==> config.mk <==
export PLATFORM = sky130hd
export DESIGN_NAME = one_shot_alarm_table_unit
export DESIGN_NICKNAME = d
export VERILOG_FILES = /design/src/design/osat_pkg.sv /design/src/design/osat_ctrl.sv /design/src/design/osat_datapath.sv /design/src/design/one_shot_alarm_table_unit.sv
export SDC_FILE = /design/constraint.sdc
export NUM_CORES = 1
export LEC_CHECK = 0
export BUFFER_PORTS_ARGS = -buffer_cell sky130_fd_sc_hd__buf_4
export CORE_MARGIN = 1.5
export CORE_UTILIZATION = 57
export DETAILED_ROUTE_END_ITERATION = 10
export HOLD_SLACK_MARGIN = 0.05
export PLACE_DENSITY = 0.81
export SLEW_MARGIN = 10
export SYNTH_ARGS = -nofsm -noshare
export SYNTH_HDL_FRONTEND = slang
export SYNTH_SLANG_ARGS = --single-unit
==> constraint.sdc <==
create_clock -name clk -period 7.92 [get_ports clk]
set_input_delay 1.584 -clock clk [delete_from_list [all_inputs] [get_ports clk]]
set_output_delay 1.584 -clock clk [all_outputs]
set_load 0.005 [all_outputs]
==> src/design/osat_pkg.sv <==
package osat_pkg;

  localparam logic [1:0] OP_ARM    = 2'd0;
  localparam logic [1:0] OP_DISARM = 2'd1;
  localparam logic [1:0] OP_TICK   = 2'd2;

  localparam int ID_W  = 4;
  localparam int CNT_W = 32;

  typedef struct packed {
    logic [1:0]       opcode;
    logic [ID_W-1:0]  alarm_id;
    logic [CNT_W-1:0] timeout;
    logic             notify;
  } item_t;

  typedef struct packed {
    logic [ID_W-1:0] fired_id;
    logic            fired_valid;
    logic            last;
  } result_t;

  // controller -> datapath
  typedef struct packed {
    logic arm;
    logic disarm;
    logic rd_en;
    logic rd_last;
    logic finish;
  } cmd_t;

  // datapath -> controller
  typedef struct packed {
    logic walk_done;
  } status_t;

endpackage

==> src/design/osat_ctrl.sv <==
module osat_ctrl #(
  parameter int ALARM_COUNT = 16,
  parameter int IDX_W = 4
) (
  input  logic                clk,
  input  logic                rst,
  input  logic                start,
  input  osat_pkg::item_t     item,
  input  osat_pkg::status_t   status,
  output logic                busy,
  output osat_pkg::cmd_t      cmd,
  output logic [IDX_W-1:0]    rd_addr
);
  import osat_pkg::*;

  typedef enum logic [1:0] {
    IDLE,
    WALK,
    DRAIN,
    FINISH
  } state_t;

  localparam logic [IDX_W-1:0] LAST_IDX = IDX_W'(ALARM_COUNT - 1);

  state_t           state;
  logic [IDX_W-1:0] idx;
  logic             take;
  logic             id_ok;

  assign take  = start && (state == IDLE);
  assign id_ok = (32'(item.alarm_id) < 32'(ALARM_COUNT));
  assign busy  = (state != IDLE);

  always_comb begin
    cmd.arm     = take && (item.opcode == OP_ARM) && id_ok;
    cmd.disarm  = take && (item.opcode == OP_DISARM) && id_ok;
    cmd.rd_en   = (state == WALK);
    cmd.rd_last = (state == WALK) && (idx == LAST_IDX);
    cmd.finish  = (state == FINISH);
  end

  assign rd_addr = idx;

  always_ff @(posedge clk) begin
    if (rst) begin
      state <= IDLE;
      idx   <= '0;
    end else begin
      unique case (state)
        IDLE: begin
          idx <= '0;
          if (take && (item.opcode == OP_TICK)) begin
            state <= WALK;
          end
        end
        WALK: begin
          idx <= idx + 1'b1;
          if (idx == LAST_IDX) begin
            state <= DRAIN;
          end
        end
        DRAIN: begin
          // last entry is being processed this cycle
          if (status.walk_done) begin
            state <= FINISH;
          end
        end
        FINISH: begin
          state <= IDLE;
        end
        default: begin
          state <= IDLE;
        end
      endcase
    end
  end

endmodule

==> src/design/osat_datapath.sv <==
module osat_datapath #(
  parameter int ALARM_COUNT = 16,
  parameter int IDX_W = 4
) (
  input  logic                clk,
  input  logic                rst,
  input  osat_pkg::item_t     item,
  input  osat_pkg::cmd_t      cmd,
  input  logic [IDX_W-1:0]    rd_addr,
  output osat_pkg::status_t   status,
  output osat_pkg::result_t   result,
  output logic                result_vld
);
  import osat_pkg::*;

  // entry layout: count in the upper half, limit in the lower half
  logic [2*CNT_W-1:0] mem [ALARM_COUNT];
  logic [2*CNT_W-1:0] rd_q;

  logic [ALARM_COUNT-1:0] armed;
  logic [ALARM_COUNT-1:0] notify_en;

  logic             pvld;
  logic             plast;
  logic [IDX_W-1:0] pidx;
  logic             have_pend;
  logic [ID_W-1:0]  pend_id;

  logic [CNT_W-1:0]   cnt_inc;
  logic [CNT_W-1:0]   limit;
  logic               hit;
  logic               fire;
  logic               we;
  logic [IDX_W-1:0]   wa;
  logic [2*CNT_W-1:0] wd;
  logic [IDX_W-1:0]   id_idx;

  assign id_idx  = IDX_W'(item.alarm_id);
  assign limit   = rd_q[CNT_W-1:0];
  assign cnt_inc = rd_q[2*CNT_W-1:CNT_W] + 1'b1;
  assign hit     = pvld && armed[pidx];
  assign fire    = hit && (cnt_inc >= limit);

  assign status.walk_done = pvld && plast;

  always_comb begin
    we = 1'b0;
    wa = pidx;
    wd = {cnt_inc, limit};
    if (cmd.arm) begin
      we = 1'b1;
      wa = id_idx;
      wd = {{CNT_W{1'b0}}, item.timeout};
    end else if (hit && !fire) begin
      we = 1'b1;
    end
  end

  always_ff @(posedge clk) begin
    if (cmd.rd_en) begin
      rd_q <= mem[rd_addr];
    end
    if (we) begin
      mem[wa] <= wd;
    end
  end

  always_ff @(posedge clk) begin
    if (rst) begin
      armed      <= '0;
      notify_en  <= '0;
      pvld       <= 1'b0;
      plast      <= 1'b0;
      have_pend  <= 1'b0;
      result_vld <= 1'b0;
    end else begin
      pvld       <= cmd.rd_en;
      plast      <= cmd.rd_last;
      // a held hit goes out when the next one arrives or at the end of the walk
      result_vld <= (fire && notify_en[pidx] && have_pend) || cmd.finish;

      if (cmd.arm) begin
        armed[id_idx]     <= 1'b1;
        notify_en[id_idx] <= item.notify;
      end
      if (cmd.disarm) begin
        armed[id_idx] <= 1'b0;
      end
      if (fire) begin
        armed[pidx] <= 1'b0;
        if (notify_en[pidx]) begin
          // hold the newest hit back: only the end of the walk knows which is last
          have_pend <= 1'b1;
        end
      end
      if (cmd.finish) begin
        have_pend <= 1'b0;
      end
    end
  end

  always_ff @(posedge clk) begin
    pidx <= rd_addr;
    if (fire && notify_en[pidx]) begin
      pend_id            <= ID_W'(pidx);
      result.fired_id    <= pend_id;
      result.fired_valid <= 1'b1;
      result.last        <= 1'b0;
    end
    if (cmd.finish) begin
      result.fired_id    <= have_pend ? pend_id : '0;
      result.fired_valid <= have_pend;
      result.last        <= 1'b1;
    end
  end

endmodule

==> src/design/one_shot_alarm_table_unit.sv <==
// Table of one-shot alarms.
// Input: an item is taken at a clock edge with start high and busy low.
//   opcode arm loads timeout and notify into alarm_id and zeroes its count,
//   disarm stops it, tick advances every armed alarm; ids past the table
//   and the unused opcode are dropped.
// Output: result_vld marks each result for a single cycle; the receiver
//   cannot stall. Only ticks give results: one per fired alarm with
//   notify set, ascending id, last on the final one, or a single result
//   with fired_valid 0 and last 1 when nothing reports.
// Timing: arm, disarm and unused opcodes leave busy low.
//   A tick holds busy while it walks the count/limit table, a memory with
//   one read and one write port, walked one entry a cycle with a
//   registered read, then drains the last entry and emits the final
//   result. The final result appears in the cycle busy drops; earlier ones
//   while busy is high.
// Reset: all alarms disarmed, no result pending. The table memory needs
//   no clearing; an entry's contents count only once its armed bit is set.
module one_shot_alarm_table_unit #(
  parameter int ALARM_COUNT = 16
) (
  input  logic              clk,
  input  logic              rst,
  input  logic              start,
  input  osat_pkg::item_t   item,
  output logic              busy,
  output osat_pkg::result_t result,
  output logic              result_vld
);
  import osat_pkg::*;

  localparam int IDX_W = (ALARM_COUNT > 1) ? $clog2(ALARM_COUNT) : 1;

  cmd_t             cmd;
  status_t          status;
  logic [IDX_W-1:0] rd_addr;

  osat_ctrl #(
    .ALARM_COUNT(ALARM_COUNT),
    .IDX_W(IDX_W)
  ) u_ctrl (
    .clk(clk),
    .rst(rst),
    .start(start),
    .item(item),
    .status(status),
    .busy(busy),
    .cmd(cmd),
    .rd_addr(rd_addr)
  );

  osat_datapath #(
    .ALARM_COUNT(ALARM_COUNT),
    .IDX_W(IDX_W)
  ) u_datapath (
    .clk(clk),
    .rst(rst),
    .item(item),
    .cmd(cmd),
    .rd_addr(rd_addr),
    .status(status),
    .result(result),
    .result_vld(result_vld)
  );

  a_empty_is_last: assert property (@(posedge clk) disable iff (rst)
    result_vld && !result.fired_valid |-> result.last)
    else $error("empty tick result without last");

  a_tick_ends_with_last: assert property (@(posedge clk) disable iff (rst)
    $fell(busy) |-> result_vld && result.last)
    else $error("tick finished without a final result");

  a_mid_result_while_busy: assert property (@(posedge clk) disable iff (rst)
    result_vld && !result.last |-> busy)
    else $error("non-final result outside a tick");

  a_short_ops_one_cycle: assert property (@(posedge clk) disable iff (rst)
    start && !busy && (item.opcode != OP_TICK) |=> !busy && !result_vld)
    else $error("arm or disarm held the block or gave a result");

endmodule
==> flow_metrics.py <==
metrics = {
    "power_and_ir_drop": {
        "pwr-share-clk_pct": 36.9,
        "vdd_drop_max_v": 0.000235,
        "powerDensity_nw_per_um2": 284,
        "combPwrFrac_pct": 12.4,
        "swShare_pct": 24.2,
        "power.switching_mw": 3.47,
        "leakage_nw": 15.6,
        "p_int_mw": 10.9,
        "seqPwrFrac_pct": 50.7,
        "total_power_mw": 14.3,
    },
    "worst_setup_path": {
        "cp_cell_sequence": "nand4_1 -> nor3_1 -> and2_1 -> nand3_1 -> xnor2_1 -> ha_1 -> a21oi_1 -> o21ai_0 -> a221o_1 -> or3_4 -> or2_1 -> buf_4 -> o31ai_4 -> buf_12",
        "reg2reg_to": "u_datapath.mem[2][2]",
        "worstSetupPathDepth": 14,
        "crit_slowest_cell": "o31ai_4",
        "critical_path_buf_inv_count": 2,
        "startpoint_type": "flop",
        "crit_path_end_kind": "flop",
        "crit_path_max_incr_delay_ns": 1.03,
        "setup.worst_path.start": "u_datapath.rd_q[41]",
        "reg2reg_depth": 14,
        "reg2reg_slack_ns": 1.65,
        "setup.worst_path.end": "u_datapath.mem[2][2]",
        "critPathKind": "flop to flop",
        "arrival_ns": 6.60,
        "critPathRequiredTime_ns": 8.24,
        "reg2reg_from": "u_datapath.rd_q[41]",
        "cp_max_fo": 50,
        "cp_top_family": "simple AND/OR/NAND/NOR gates",
    },
    "layout": {
        "final_common_cell": "edfxtp_1",
        "drive_gt1_share_pct": 27.3,
        "final_cell_mix": "1097 x edfxtp_1, 328 x mux4_2, 109 x clkbuf_16",
        "nFillCells": 4690,
        "diodes": 0,
        "final_core_util_pct": 65.1,
        "multiInputGateArea_um2": 10700,
        "final_net_count": 2294,
        "final_cells": 3346,
        "synthToLayoutAreaGrowth_pct": 12.5,
        "ff_latch_area_um2": 33900,
    },
    "synth": {
        "synth_edf_count": 1097,
        "syn_nets": 2181,
        "ys_ff_latch": 1144,
        "netlist_instances": 2101,
        "ys.flop_type": "edfxtp_1",
        "synthArstFlopShare_pct": 0,
        "yosysSeqAreaShare_pct": 75.4,
        "yosys.cell_types.count": 56,
        "yosys_warnings": 0,
        "syn_avg_cell_area_um2": 21.4,
        "netlist_area_um2": 44900,
    },
    "global_route": {
        "gr-usage-met2_pct": 43.1,
        "grtUsageMet3_pct": 5.65,
        "antenna_found_initial": 0,
        "grt_overflow_total": 0,
        "grt_start_max_net_pins": 158,
        "grt.busiest_layer": "met2",
        "grt_pass1_vias": 23500,
        "grt_pass1_wl_um": 156000,
        "gr-usage-met1_pct": 35.4,
        "grt_usage_pct": 26.5,
    },
    "placed_design": {
        "place_congestion": 0.866,
        "dp_hpwl_um": 53900,
        "io_buffers": 49,
        "placed_cells": 3138,
    },
    "drt": {
        "dr.pass1.iters": 6,
        "avgRoutedWirePerCell_um": 31.3,
        "via_count": 22500,
        "drc": 0,
        "routed_wl_um": 105000,
        "via_per_inst": 6.73,
        "ant_nets": 0,
        "drt_iter0_markers": 3273,
    },
    "floorplanning": {
        "start_util_pct": 57.8,
        "ios": 50,
        "fp-row-count": 102,
        "chipWidth_um": 284,
        "dieArea_um2": 80600,
        "fp.dieH_um": 284,
        "core_um2": 77700,
    },
    "sta": {
        "fin_crit_ns": 6.27,
        "tightest_slew_ns": 1.22,
        "max_slew_margin_pct": 18.8,
        "hold_violations": 0,
        "skew_ns": 0.0408,
        "post-route-period-util_pct": 79.2,
        "fmax_mhz": 159,
        "holdWs_ns": 0.472,
        "setup_viol": 0,
        "rsz0062_at_grt": "no",
        "fin_tns_setup_ns": 0,
        "drv_slew": 0,
    },
    "cts": {
        "cts_setup_buffers": 0,
        "clockRootBuffer": "clkbuf_16",
        "clock_latency_ns": 0.70,
        "clock-sinks": 1144,
        "cts_tree": "yes",
        "post_cts_resized": 0,
        "hold_buffers": 0,
        "numCtsBuffers": 106,
        "clk_pin_slew_ns": 0.07,
        "htree_levels": 3,
        "clockBufferDepth": 3,
    },
    "job": {
        "drv_cap": 0,
    },
    "outcome": {
        "status": "finished clean",
    },
    "worst_hold_path": {
        "hold_class": "flop to flop",
    },
}
[worst reg2reg max path: stages (launching register included)]
cell      delay [ns]
edfxtp_1        0.46
nand4_1         0.23
nor3_1          0.63
and2_1          0.36
nand3_1         0.15
xnor2_1         0.22
ha_1            0.29
a21oi_1         0.22
o21ai_0         0.13
a221o_1         0.34
or3_4           0.45
or2_1           0.57
buf_4           0.37
o31ai_4         1.03
buf_12          0.46
[state kept, by name, indices dropped and copies added (netlist names)]
| signal | flops |
|---|---|
| u_datapath.result_vld | 1 |
| u_datapath.armed | 16 |
| u_datapath.pend_id | 4 |
| u_datapath.pidx | 4 |
| u_datapath.plast | 1 |
| u_datapath.notify_en | 16 |
| u_datapath.rd_q | 64 |
| u_datapath.pvld | 1 |
| u_datapath.result | 6 |
| u_datapath.have_pend | 1 |
| u_ctrl.state | 2 |
| u_ctrl.rd_addr | 4 |
| u_datapath.mem | 1024 |
[kinds of logic (layout without fill, tap and decap cells)]
family                     after synthesis  after routing  share of synthesized area [%]
AOI/OAI and AO/OA                      149            149                           2.08
xor gates and xnor gates                30             30                          0.585
adders and majority gates               38             38                           1.06
buffers and inverters                  144            349                           1.36
DFF                                   1144           1144                           75.4
muxes                                  343            343                           16.8
and+or+nand+nor                        253            253                           2.77
[worst min path at each step]
stage	depth (start not counted)	slack [ns]	endpoint	start
final	2	0.47	u_datapath.notify_en[8]	u_datapath.notify_en[8]
after global routing	2	0.50	u_datapath.notify_en[9]	u_datapath.notify_en[9]
after CTS	2	0.46	u_datapath.notify_en[9]	u_datapath.notify_en[9]
after detailed placement	2	0.45	u_datapath.notify_en[9]	u_datapath.notify_en[9]
after global placement	2	0.44	u_datapath.notify_en[8]	u_datapath.notify_en[8]
after floorplan	0	0.33	u_datapath.pidx[2]	u_ctrl.rd_addr[2]
[metal layers]
layer,wire length (um),vias up
li1,-,8997
met1,38200,11700
met2,52500,1524
met3,10200,254
met4,4000,0
met5,0,-
[area by class of cell]
type,count,area share [%]
clock buffers,122,5.49
clock inverters,78,1.64
inverters,40,0.297
multi-input cells,813,21.1
flip-flops and latches,1144,67.0
well taps,1040,2.57
repair buffers,109,1.84
[power groups by stage]
stage	registers [mW]	logic, mW	clock network (mW)
after floorplan	7.36	1.19	0
after global placement	7.39	1.61	0
after detailed placement	7.40	1.70	0
after CTS	7.28	1.74	5.34
after global routing	7.29	1.89	5.57
final	7.28	1.77	5.30
[per-stage QoR]
| step | setup slack, ns | instance area [um^2] |
|---|---|---|
| floorplan | -0.485 | 44900 |
| detailed placement | 1.96 | 46900 |
| global placement | 2.15 | 46900 |
| finish | 1.65 | 50600 |
| global route | 1.38 | 50600 |
| CTS | 1.78 | 50500 |
[cell usage after synthesis, drive strengths merged (19+ instances only)]
master  instances  area (um^2)
inv            40          150
o21ai          52          260
nand2          82          308
nand3          30          155
clkbuf         63          236
dfxtp          47          941
buf            41          226
nor2           43          161
a21oi          40          204
and2           33          206
ha             38          475
mux4          328         7390
edfxtp       1097        32900
xnor2          19          166
Power figures use the tool's default switching activity.
